File: config.mk
export PLATFORM = sky130hd
export DESIGN_NAME = color_match_mask
export DESIGN_NICKNAME = d
export VERILOG_FILES = /design/src/rtl/core/cmm_pkg.sv /design/src/rtl/core/color_match_mask.sv /design/src/rtl/core/cmm_cfg_regs.sv /design/src/rtl/core/cmm_dist.sv /design/src/rtl/core/cmm_div.sv
export SDC_FILE = /design/constraint.sdc
export NUM_CORES = 2
export LEC_CHECK = 0
export ABC_AREA = 1
export BUFFER_PORTS_ARGS = -buffer_cell sky130_fd_sc_hd__clkbuf_2
export CAP_MARGIN = 15
export CORE_ASPECT_RATIO = 1.75
export CORE_MARGIN = 2
export CORE_UTILIZATION = 60
export DETAILED_ROUTE_END_ITERATION = 6
export PLACE_DENSITY = 0.73
export SLEW_MARGIN = 20
export SYNTH_ARGS = -nofsm -noshare
export SYNTH_HDL_FRONTEND = slang
export SYNTH_SLANG_ARGS = --single-unit
File: constraint.sdc
create_clock -name i_clk -period 25.9 [get_ports i_clk]
set_input_delay 1.295 -clock i_clk [delete_from_list [all_inputs] [get_ports i_clk]]
set_output_delay 1.295 -clock i_clk [all_outputs]
set_load 0.02 [all_outputs]
File: src/rtl/core/cmm_pkg.sv
// ----------------------------------------------------------------------------
// cmm_pkg
// Shared types, constants and codes of the color match mask pipeline.
// ----------------------------------------------------------------------------
`default_nettype none

package cmm_pkg;

    // Channel and mask widths
    localparam int CH_W   = 16;
    localparam int MASK_W = 16;
    localparam logic [CH_W-1:0]   CH_FS     = {CH_W{1'b1}};
    localparam logic [MASK_W-1:0] MASK_FULL = {MASK_W{1'b1}};

    // Divider: quotient bits resolved per pipeline stage
    localparam int DIV_BITS   = 4;
    localparam int DIV_STAGES = MASK_W / DIV_BITS;

    // Configuration register indexes
    localparam int REG_IDX_W = 3;
    localparam logic [REG_IDX_W-1:0] REG_REF_C0    = 3'd0;
    localparam logic [REG_IDX_W-1:0] REG_REF_C1    = 3'd1;
    localparam logic [REG_IDX_W-1:0] REG_REF_C2    = 3'd2;
    localparam logic [REG_IDX_W-1:0] REG_REF_ALPHA = 3'd3;
    localparam logic [REG_IDX_W-1:0] REG_THRESHOLD = 3'd4;
    localparam logic [REG_IDX_W-1:0] REG_CRITERION = 3'd5;
    localparam logic [REG_IDX_W-1:0] REG_CHANNELS  = 3'd6;
    localparam logic [REG_IDX_W-1:0] REG_OPTIONS   = 3'd7;

    // Criterion codes
    localparam logic [2:0] CRIT_COMPOSITE = 3'd0;
    localparam logic [2:0] CRIT_RED       = 3'd1;
    localparam logic [2:0] CRIT_GREEN     = 3'd2;
    localparam logic [2:0] CRIT_BLUE      = 3'd3;
    localparam logic [2:0] CRIT_HUE       = 3'd4;
    localparam logic [2:0] CRIT_SAT       = 3'd5;
    localparam logic [2:0] CRIT_VAL       = 3'd6;

    // Option flag bit positions
    localparam int OPT_ANTIALIAS = 0;
    localparam int OPT_TRANSP    = 1;
    localparam int OPT_HAS_ALPHA = 2;

    // Result class decided before the divider
    typedef logic [1:0] t_cls;
    localparam t_cls CLS_ZERO = 2'd0;
    localparam t_cls CLS_FULL = 2'd1;
    localparam t_cls CLS_RAMP = 2'd2;

    // Configuration seen by the datapath
    typedef struct packed {
        logic [CH_W-1:0] ref_c0;
        logic [CH_W-1:0] ref_c1;
        logic [CH_W-1:0] ref_c2;
        logic [CH_W-1:0] ref_alpha;
        logic [CH_W-1:0] threshold;
        logic [2:0]      criterion;
        logic [1:0]      channels;
        logic [2:0]      options;
    } t_cfg;

endpackage

`default_nettype wire

File: src/rtl/core/color_match_mask.sv
// ----------------------------------------------------------------------------
// color_match_mask
// Per-pixel color distance threshold mask, one pixel per unstalled clock.
// ----------------------------------------------------------------------------
// Takes one pixel per cycle while o_stall is low and returns one 16-bit mask
// value per pixel, in order: the pixel passes nine register stages, the first
// of which captures it at the accepting edge. Three stages form and classify
// the distance, five stages run the pipelined ramp divider (one loads the
// scaled numerator, four resolve four quotient bits each), and one output
// register drives the result. Every stage carries its own valid bit, so empty
// slots fill up while the output is stalled and a full pipeline sustains one
// pixel per clock while the output is not stalled.
// Configuration registers are written through the cfg port, which is always
// ready; write them only while no pixel is in flight.
`default_nettype none

module color_match_mask (
    input  wire logic                           i_clk,
    input  wire logic                           i_rst_n,
    // configuration write channel
    input  wire logic                           i_cfg_valid,
    output logic                                o_cfg_ready,
    input  wire logic [cmm_pkg::REG_IDX_W-1:0]  i_cfg_index,
    input  wire logic [cmm_pkg::CH_W-1:0]       i_cfg_wdata,
    // pixel request channel
    input  wire logic                           i_valid,
    output logic                                o_stall,
    input  wire logic [cmm_pkg::CH_W-1:0]       i_pix_c0,
    input  wire logic [cmm_pkg::CH_W-1:0]       i_pix_c1,
    input  wire logic [cmm_pkg::CH_W-1:0]       i_pix_c2,
    input  wire logic [cmm_pkg::CH_W-1:0]       i_pix_alpha,
    // mask result channel
    output logic                                o_valid,
    input  wire logic                           i_stall,
    output logic [cmm_pkg::MASK_W-1:0]          o_mask_value
);

    cmm_pkg::t_cfg             cfg;
    logic                      dist_load, dist_valid;
    cmm_pkg::t_cls             dist_cls;
    logic [cmm_pkg::CH_W-1:0]  dist_rem;
    logic                      div_load, div_valid;
    cmm_pkg::t_cls             div_cls;
    logic [cmm_pkg::MASK_W-1:0] div_quot;
    logic                      out_load;
    logic                      r_out_v;
    logic [cmm_pkg::MASK_W-1:0] r_out_mask;
    logic [cmm_pkg::MASK_W-1:0] n_out_mask;

    cmm_cfg_regs u_cfg (
        .i_clk       (i_clk),
        .i_rst_n     (i_rst_n),
        .i_cfg_valid (i_cfg_valid),
        .o_cfg_ready (o_cfg_ready),
        .i_cfg_index (i_cfg_index),
        .i_cfg_wdata (i_cfg_wdata),
        .o_cfg       (cfg)
    );

    cmm_dist u_dist (
        .i_clk       (i_clk),
        .i_rst_n     (i_rst_n),
        .i_cfg       (cfg),
        .i_valid     (i_valid),
        .o_load      (dist_load),
        .i_pix_c0    (i_pix_c0),
        .i_pix_c1    (i_pix_c1),
        .i_pix_c2    (i_pix_c2),
        .i_pix_alpha (i_pix_alpha),
        .i_next_load (div_load),
        .o_valid     (dist_valid),
        .o_cls       (dist_cls),
        .o_rem       (dist_rem)
    );

    cmm_div u_div (
        .i_clk       (i_clk),
        .i_rst_n     (i_rst_n),
        .i_threshold (cfg.threshold),
        .i_valid     (dist_valid),
        .o_load      (div_load),
        .i_cls       (dist_cls),
        .i_rem       (dist_rem),
        .i_next_load (out_load),
        .o_valid     (div_valid),
        .o_cls       (div_cls),
        .o_quot      (div_quot)
    );

    // Stall the pixel request when the first stage cannot advance
    assign o_stall  = !dist_load;
    assign out_load = !r_out_v || !i_stall;

    // Resolve the final mask from its class
    always_comb begin
        case (div_cls)
            cmm_pkg::CLS_FULL: n_out_mask = cmm_pkg::MASK_FULL;
            cmm_pkg::CLS_RAMP: n_out_mask = div_quot;
            default:           n_out_mask = '0;
        endcase
    end

    // Output register
    always_ff @(posedge i_clk) begin
        if (!i_rst_n) begin
            r_out_v <= 1'b0;
        end else if (out_load) begin
            r_out_v <= div_valid;
        end
    end

    always_ff @(posedge i_clk) begin
        if (out_load) begin
            r_out_mask <= n_out_mask;
        end
    end

    assign o_valid      = r_out_v;
    assign o_mask_value = r_out_mask;

    // An empty output register never blocks the pixel input
    a_no_false_stall: assert property (@(posedge i_clk) disable iff (!i_rst_n)
        !r_out_v |-> !o_stall)
        else $error("input stalled with empty output register");

    // A result leaving while the divider's last stage holds an item is replaced next cycle
    a_refill: assert property (@(posedge i_clk) disable iff (!i_rst_n)
        (r_out_v && !i_stall && div_valid) |=> r_out_v)
        else $error("output register not refilled");

endmodule

`default_nettype wire

File: src/rtl/core/cmm_cfg_regs.sv
// ----------------------------------------------------------------------------
// cmm_cfg_regs
// Configuration register file, written one register per request.
// ----------------------------------------------------------------------------
`default_nettype none

module cmm_cfg_regs (
    input  wire logic                           i_clk,
    input  wire logic                           i_rst_n,
    input  wire logic                           i_cfg_valid,
    output logic                                o_cfg_ready,
    input  wire logic [cmm_pkg::REG_IDX_W-1:0]  i_cfg_index,
    input  wire logic [cmm_pkg::CH_W-1:0]       i_cfg_wdata,
    output cmm_pkg::t_cfg                       o_cfg
);

    cmm_pkg::t_cfg r_cfg;

    // Always able to take a write request
    assign o_cfg_ready = 1'b1;

    // Decode the index and store the register
    always_ff @(posedge i_clk) begin
        if (!i_rst_n) begin
            r_cfg.ref_c0    <= '0;
            r_cfg.ref_c1    <= '0;
            r_cfg.ref_c2    <= '0;
            r_cfg.ref_alpha <= cmm_pkg::CH_FS;
            r_cfg.threshold <= '0;
            r_cfg.criterion <= cmm_pkg::CRIT_COMPOSITE;
            r_cfg.channels  <= 2'd3;
            r_cfg.options   <= '0;
        end else if (i_cfg_valid) begin
            unique case (i_cfg_index)
                cmm_pkg::REG_REF_C0:    r_cfg.ref_c0    <= i_cfg_wdata;
                cmm_pkg::REG_REF_C1:    r_cfg.ref_c1    <= i_cfg_wdata;
                cmm_pkg::REG_REF_C2:    r_cfg.ref_c2    <= i_cfg_wdata;
                cmm_pkg::REG_REF_ALPHA: r_cfg.ref_alpha <= i_cfg_wdata;
                cmm_pkg::REG_THRESHOLD: r_cfg.threshold <= i_cfg_wdata;
                cmm_pkg::REG_CRITERION: r_cfg.criterion <= i_cfg_wdata[2:0];
                cmm_pkg::REG_CHANNELS:  r_cfg.channels  <= i_cfg_wdata[1:0];
                cmm_pkg::REG_OPTIONS:   r_cfg.options   <= i_cfg_wdata[2:0];
                default: ;
            endcase
        end
    end

    assign o_cfg = r_cfg;

endmodule

`default_nettype wire

File: src/rtl/core/cmm_dist.sv
// ----------------------------------------------------------------------------
// cmm_dist
// Three-stage front end: channel differences, distance select, and
// classification of the distance against the threshold.
// ----------------------------------------------------------------------------
`default_nettype none

module cmm_dist (
    input  wire logic                       i_clk,
    input  wire logic                       i_rst_n,
    input  wire cmm_pkg::t_cfg              i_cfg,
    input  wire logic                       i_valid,
    output logic                            o_load,
    input  wire logic [cmm_pkg::CH_W-1:0]   i_pix_c0,
    input  wire logic [cmm_pkg::CH_W-1:0]   i_pix_c1,
    input  wire logic [cmm_pkg::CH_W-1:0]   i_pix_c2,
    input  wire logic [cmm_pkg::CH_W-1:0]   i_pix_alpha,
    input  wire logic                       i_next_load,
    output logic                            o_valid,
    output cmm_pkg::t_cls                   o_cls,
    output logic [cmm_pkg::CH_W-1:0]        o_rem
);

    // Stage A: absolute differences
    logic                     r_a_v;
    logic [cmm_pkg::CH_W-1:0] r_a_d0, r_a_d1, r_a_d2, r_a_da;
    logic                     r_a_pa_zero;
    // Stage B: selected distance
    logic                     r_b_v;
    logic [cmm_pkg::CH_W-1:0] r_b_d;
    logic                     r_b_kill;
    // Stage C: class and ramp numerator
    logic                     r_c_v;
    cmm_pkg::t_cls            r_c_cls;
    logic [cmm_pkg::CH_W-1:0] r_c_rem;

    logic load_a, load_b, load_c;

    logic [cmm_pkg::CH_W-1:0] n_a_d0, n_a_d1, n_a_d2, n_a_da;
    logic [cmm_pkg::CH_W-1:0] n_b_d;
    logic                     n_b_kill;
    logic                     transp, alpha_used;
    cmm_pkg::t_cls            n_c_cls;
    logic [cmm_pkg::CH_W-1:0] n_c_rem;
    logic [cmm_pkg::CH_W+1:0] t3, d2x, ramp_num;
    logic                     aa_on;

    // Advance a stage when it is empty or the stage after it advances
    assign load_c = !r_c_v || i_next_load;
    assign load_b = !r_b_v || load_c;
    assign load_a = !r_a_v || load_b;
    assign o_load = load_a;

    // Stage A logic: unsigned differences
    always_comb begin
        n_a_d0 = (i_cfg.ref_c0 > i_pix_c0) ? i_cfg.ref_c0 - i_pix_c0
                                           : i_pix_c0 - i_cfg.ref_c0;
        n_a_d1 = (i_cfg.ref_c1 > i_pix_c1) ? i_cfg.ref_c1 - i_pix_c1
                                           : i_pix_c1 - i_cfg.ref_c1;
        n_a_d2 = (i_cfg.ref_c2 > i_pix_c2) ? i_cfg.ref_c2 - i_pix_c2
                                           : i_pix_c2 - i_cfg.ref_c2;
        n_a_da = (i_cfg.ref_alpha > i_pix_alpha) ? i_cfg.ref_alpha - i_pix_alpha
                                                 : i_pix_alpha - i_cfg.ref_alpha;
    end

    // Stage B logic: pick the distance for the active criterion
    assign alpha_used = i_cfg.options[cmm_pkg::OPT_HAS_ALPHA];
    assign transp     = alpha_used && i_cfg.options[cmm_pkg::OPT_TRANSP]
                        && (i_cfg.ref_alpha == '0);

    always_comb begin
        n_b_d    = '0;
        n_b_kill = !transp && alpha_used && r_a_pa_zero;
        if (transp) begin
            n_b_d = r_a_da;
        end else begin
            unique case (i_cfg.criterion) inside
                cmm_pkg::CRIT_RED:                    n_b_d = r_a_d0;
                cmm_pkg::CRIT_GREEN, cmm_pkg::CRIT_SAT: n_b_d = r_a_d1;
                cmm_pkg::CRIT_BLUE, cmm_pkg::CRIT_VAL:  n_b_d = r_a_d2;
                cmm_pkg::CRIT_HUE: begin
                    // wrap around: the shorter way round the hue circle
                    n_b_d = (r_a_d0 < (cmm_pkg::CH_FS - r_a_d0))
                            ? r_a_d0 : cmm_pkg::CH_FS - r_a_d0;
                end
                default: begin
                    // composite: largest difference over the used channels
                    if (i_cfg.channels >= 2'd1) n_b_d = r_a_d0;
                    if (i_cfg.channels >= 2'd2 && r_a_d1 > n_b_d) n_b_d = r_a_d1;
                    if (i_cfg.channels >= 2'd3 && r_a_d2 > n_b_d) n_b_d = r_a_d2;
                end
            endcase
        end
    end

    // Stage C logic: hard test or ramp region
    assign aa_on    = i_cfg.options[cmm_pkg::OPT_ANTIALIAS];
    assign t3       = {2'b00, i_cfg.threshold} + {1'b0, i_cfg.threshold, 1'b0};
    assign d2x      = {1'b0, r_b_d, 1'b0};
    assign ramp_num = t3 - d2x;

    always_comb begin
        n_c_rem = ramp_num[cmm_pkg::CH_W-1:0];
        if (r_b_kill) begin
            n_c_cls = cmm_pkg::CLS_ZERO;
        end else if (!aa_on || i_cfg.threshold == '0) begin
            n_c_cls = (r_b_d > i_cfg.threshold) ? cmm_pkg::CLS_ZERO : cmm_pkg::CLS_FULL;
        end else if (r_b_d <= i_cfg.threshold) begin
            n_c_cls = cmm_pkg::CLS_FULL;
        end else if (d2x >= t3) begin
            n_c_cls = cmm_pkg::CLS_ZERO;
        end else begin
            n_c_cls = cmm_pkg::CLS_RAMP;
        end
    end

    // Valid bits
    always_ff @(posedge i_clk) begin
        if (!i_rst_n) begin
            r_a_v <= 1'b0;
            r_b_v <= 1'b0;
            r_c_v <= 1'b0;
        end else begin
            if (load_a) r_a_v <= i_valid;
            if (load_b) r_b_v <= r_a_v;
            if (load_c) r_c_v <= r_b_v;
        end
    end

    // Payload registers
    always_ff @(posedge i_clk) begin
        if (load_a) begin
            r_a_d0      <= n_a_d0;
            r_a_d1      <= n_a_d1;
            r_a_d2      <= n_a_d2;
            r_a_da      <= n_a_da;
            r_a_pa_zero <= (i_pix_alpha == '0);
        end
        if (load_b) begin
            r_b_d    <= n_b_d;
            r_b_kill <= n_b_kill;
        end
        if (load_c) begin
            r_c_cls <= n_c_cls;
            r_c_rem <= n_c_rem;
        end
    end

    assign o_valid = r_c_v;
    assign o_cls   = r_c_cls;
    assign o_rem   = r_c_rem;

endmodule

`default_nettype wire

File: src/rtl/core/cmm_div.sv
// ----------------------------------------------------------------------------
// cmm_div
// Pipelined restoring divider for the antialias ramp: computes
// floor(rem * 65535 / threshold), four quotient bits per stage.
// ----------------------------------------------------------------------------
`default_nettype none

module cmm_div (
    input  wire logic                       i_clk,
    input  wire logic                       i_rst_n,
    input  wire logic [cmm_pkg::CH_W-1:0]   i_threshold,
    input  wire logic                       i_valid,
    output logic                            o_load,
    input  wire cmm_pkg::t_cls              i_cls,
    input  wire logic [cmm_pkg::CH_W-1:0]   i_rem,
    input  wire logic                       i_next_load,
    output logic                            o_valid,
    output cmm_pkg::t_cls                   o_cls,
    output logic [cmm_pkg::MASK_W-1:0]      o_quot
);

    localparam int NS = cmm_pkg::DIV_STAGES;

    // Stage 0 holds the scaled numerator, stages 1..NS the division steps
    logic                        r_v   [0:NS];
    cmm_pkg::t_cls               r_cls [0:NS];
    logic [cmm_pkg::CH_W-1:0]    r_hi  [0:NS];
    logic [cmm_pkg::MASK_W-1:0]  r_lo  [0:NS];
    logic [cmm_pkg::MASK_W-1:0]  r_q   [0:NS];
    logic                        load  [0:NS+1];

    logic [cmm_pkg::CH_W+cmm_pkg::MASK_W-1:0] num;

    // Scale by full mask: rem * (2^16 - 1)
    assign num = {i_rem, {cmm_pkg::MASK_W{1'b0}}}
               - {{cmm_pkg::MASK_W{1'b0}}, i_rem};

    assign load[NS+1] = i_next_load;

    genvar g;
    generate
        for (g = 0; g <= NS; g++) begin : g_load
            assign load[g] = !r_v[g] || load[g+1];
        end
    endgenerate

    assign o_load = load[0];

    // Stage 0: register the numerator
    always_ff @(posedge i_clk) begin
        if (!i_rst_n) begin
            r_v[0] <= 1'b0;
        end else if (load[0]) begin
            r_v[0] <= i_valid;
        end
    end

    always_ff @(posedge i_clk) begin
        if (load[0]) begin
            r_cls[0] <= i_cls;
            r_hi[0]  <= num[cmm_pkg::CH_W+cmm_pkg::MASK_W-1:cmm_pkg::MASK_W];
            r_lo[0]  <= num[cmm_pkg::MASK_W-1:0];
            r_q[0]   <= '0;
        end
    end

    // Division stages, DIV_BITS steps each: shift in one numerator bit, subtract when it fits
    generate
        for (g = 1; g <= NS; g++) begin : g_stage
            logic [cmm_pkg::CH_W-1:0]   n_hi;
            logic [cmm_pkg::MASK_W-1:0] n_lo;
            logic [cmm_pkg::MASK_W-1:0] n_q;

            always_comb begin
                logic [cmm_pkg::CH_W:0] part;
                logic [cmm_pkg::CH_W:0] diff;
                n_hi = r_hi[g-1];
                n_lo = r_lo[g-1];
                n_q  = r_q[g-1];
                for (int j = 0; j < cmm_pkg::DIV_BITS; j++) begin
                    part = {n_hi, n_lo[cmm_pkg::MASK_W-1]};
                    diff = part - {1'b0, i_threshold};
                    n_lo = {n_lo[cmm_pkg::MASK_W-2:0], 1'b0};
                    if (part >= {1'b0, i_threshold}) begin
                        n_hi = diff[cmm_pkg::CH_W-1:0];
                        n_q  = {n_q[cmm_pkg::MASK_W-2:0], 1'b1};
                    end else begin
                        n_hi = part[cmm_pkg::CH_W-1:0];
                        n_q  = {n_q[cmm_pkg::MASK_W-2:0], 1'b0};
                    end
                end
            end

            always_ff @(posedge i_clk) begin
                if (!i_rst_n) begin
                    r_v[g] <= 1'b0;
                end else if (load[g]) begin
                    r_v[g] <= r_v[g-1];
                end
            end

            always_ff @(posedge i_clk) begin
                if (load[g]) begin
                    r_cls[g] <= r_cls[g-1];
                    r_hi[g]  <= n_hi;
                    r_lo[g]  <= n_lo;
                    r_q[g]   <= n_q;
                end
            end
        end
    endgenerate

    assign o_valid = r_v[NS];
    assign o_cls   = r_cls[NS];
    assign o_quot  = r_q[NS];

    // Ramp results stay below full scale
    a_ramp_below_full: assert property (@(posedge i_clk) disable iff (!i_rst_n)
        (r_v[NS] && r_cls[NS] == cmm_pkg::CLS_RAMP) |-> (r_q[NS] != cmm_pkg::MASK_FULL))
        else $error("ramp quotient reached full scale");

    // Partial remainder stays below the divisor on the ramp path
    a_rem_below_div: assert property (@(posedge i_clk) disable iff (!i_rst_n)
        (r_v[NS] && r_cls[NS] == cmm_pkg::CLS_RAMP) |-> (r_hi[NS] < i_threshold))
        else $error("divider remainder not below threshold");

    // A held last stage keeps its item
    a_hold_last: assert property (@(posedge i_clk) disable iff (!i_rst_n)
        (r_v[NS] && !i_next_load) |=> (r_v[NS] && $stable(r_q[NS]) && $stable(r_cls[NS])))
        else $error("divider dropped a held item");

endmodule

`default_nettype wire

==> metrics.txt <==
vias per cell 5.97; clk_skew 33.2 ps; DRT antenna net count 0; Area Growth Syn to Fin 7.07%; final hold vios 0; largest net degree at the start of global routing 66; cell chosen for the clock root clkbuf_16; Worst Path Required 26250 ps; flip-flop and latch area 10100 sq um; final wirelength 129000 um; fill cell count 5716; crit path DAT 10740 ps; layout cells sized above 1 6.53%; Rows 120; Yosys top cell by area edfxtp_1; Post-CTS Resized 0; Slew Limit Headroom 25.2%; Final period util 40.1%; CTS tree built; Buf/Inv on CP 6; Synth cell types 70; Crit path max-delay family simple AND/OR/NAND/NOR gates; DPL Wire Length 101000 um; Post-CTS Setup Bufs 0; count leader, synth nand2_1; input/output buffers 105; nets 5714; Commonest cells post-synth nand2_1, inv_1, ha_1, a21oi_1, o21ai_0; Setup TNS Final 0 ps; Worst Setup End Kind flip-flop; CP Launch Type flip-flop; first-pass GRT wire length 195000 um; top cell type's share of synthesized area 22.2%; DR pass1 iterations 6; I/O pin count 107; post-synthesis sequential area ratio 27.2%; Synth area leaders edfxtp_1, ha_1, nand2_1; most frequent CP cell nand2_1; Clock Latency Late Sink 620 ps; core box area 61300 sq um; H-tree levels 2; Netlist Area Pre-Place 37100 sq um; DR vias 35500; Post-synth EDFFs 274; f_max 96.3 MHz; Die Width 192 um; Multi-input gate area 24100 sq um; slowest stage delay, CP 670 ps; Period minus WS final 10380 ps; Async S/R FF share, synth 0%; post-route cell area 39800 sq um; Total GRT Usage 40.4%; slowest CP cell o21ai_0; hold crit path type flip-flop to flip-flop; hold buffer count at cts 0; initial DRC count 1952; clk sinks 367; fin. max-slew vios 0; final setup violation count 0; critical-path maximum fanout 33; Clock transition at path regs 70 ps; YS warnings 0; Hold WS 418 ps; Mapped Nets 5638; initial antenna violation count 7; drt wl/cell 21.7 um; outcome completed; #FFs+latches synth 367; Max-Cap Viols 0; Slew @ Worst Pin 1110 ps; vias in the first global route 35600; Crit Path Class flip-flop to flip-flop; total gr overflow 0; die area 64000 sq um; cts bufs inserted 39; prevailing post-synth register cell edfxtp_1; Post-Synthesis Cells 5041; unrepaired setup endpoints after global routing false; placed standard-cell area 38400 sq um; DRC viols 0; Initial Utilization 60.6%; syn avg cell area 7.37 sq um; Die Ht 333 um; GPL Wtd Cong 1.01; maximum buffer depth of the clock tree 3
-- final cells by class --
class                   instances  area share (%)
multi-input cells            3928            60.6
clock buffers                  42            2.51
inverters                     641            6.07
well taps                     793            2.50
clock inverters                29           0.988
flip-flops and latches        367            25.4
repair buffers                140            1.98
diodes                          3          0.0189
-- registers in the layout, summed over array words and instances, names as in the netlist, 16 cells and up --
name and flops:
u_dist.r_a_d2 16, u_dist.r_a_d1 16, u_dist.r_a_da 16, u_div.r_hi 64, o_mask_value 16, u_div.r_lo 40, u_dist.r_b_d 16, u_dist.r_a_d0 16
u_dist.o_rem 16, u_div.r_q 40, u_cfg.o_cfg 88
-- cells by family (layout without fill, tap and decap cells) --
family	after synthesis	in the layout	synth area share, %
AO/OA/AOI/OAI	1106	1106	16.8
XOR/XNOR	283	283	6.67
adder cells (fa/ha/maj)	509	509	17.7
buffers and inverters	746	852	8.03
flip-flops	367	367	27.2
multiplexers	33	33	0.920
other	1	4	0.0101
AND/OR/NAND/NOR	1996	1996	22.7
-- stage by stage --
stage,setup slack [ps],utilization (%),cells
after CTS,15580,64.9,5940
final,15520,64.9,5943
after global placement,15810,62.6,5869
after floorplan,17440,-,5041
after global routing,14490,64.9,5941
after detailed placement,15620,62.6,5869
-- worst paths after layout --
| kind | startpoint | endpoint | slack [ps] | cells past startpoint |
|---|---|---|---|---|
| setup reg to reg | u_cfg.o_cfg[9] | u_div.r_hi[0][16] | 15520 | 48 |
| hold / removal | u_div.r_lo[0][10] | u_div.r_lo[0][30] | 420 | 0 |
| setup / recovery | u_cfg.o_cfg[9] | u_div.r_hi[0][16] | 15520 | 48 |
| hold reg to reg | u_div.r_lo[0][10] | u_div.r_lo[0][30] | 420 | 0 |
-- per-layer routing --
| layer | GRT usage, % | wire length (um) | vias to the layer above |
|---|---|---|---|
| met1 | 35.6 | 40200 | 16200 |
| met2 | 71.9 | 64200 | 1359 |
| li1 | - | - | 17200 |
| met4 | 42.8 | 16700 | 8 |
| met3 | 8.68 | 7940 | 725 |
| met5 | 0 | 59 | - |
-- worst reg2reg max path, delay by kind of cell (launching register included) --
kind | cells | cell delay [ps]
fa+ha+maj | 4 | 1470
simple gates | 27 | 3860
flops | 1 | 330
buf+inv | 6 | 1170
compound gates | 11 | 3310
-- placed cells by master (no fill, tap or decap), types with 11 or more instances in the layout --
master,Yosys,routed
a211oi_1,24,24
a21boi_0,16,16
a21o_1,34,34
a21oi_1,483,483
a31oi_1,21,21
buf_4,11,35
clkbuf_16,0,39
clkbuf_2,0,104
dfxtp_1,93,93
edfxtp_1,274,274
fa_1,25,25
ha_1,484,484
inv_1,624,623
inv_2,11,12
mux2i_1,24,24
nand2_1,1246,1246
nand2_2,16,16
nand3_1,234,233
nand3_2,17,18
nand4_1,57,57
nor2_1,310,309
nor3_1,46,46
nor4_1,11,11
o211ai_1,47,47
o21a_1,18,18
o21ai_0,324,323
o21ai_1,39,40
o21ai_2,30,30
o21bai_1,24,23
or2_2,14,14
xnor2_1,102,102
xor2_1,181,181
Power is not shown: default switching activity piles up to over one toggle a cycle in this logic, so the estimate is an artifact.
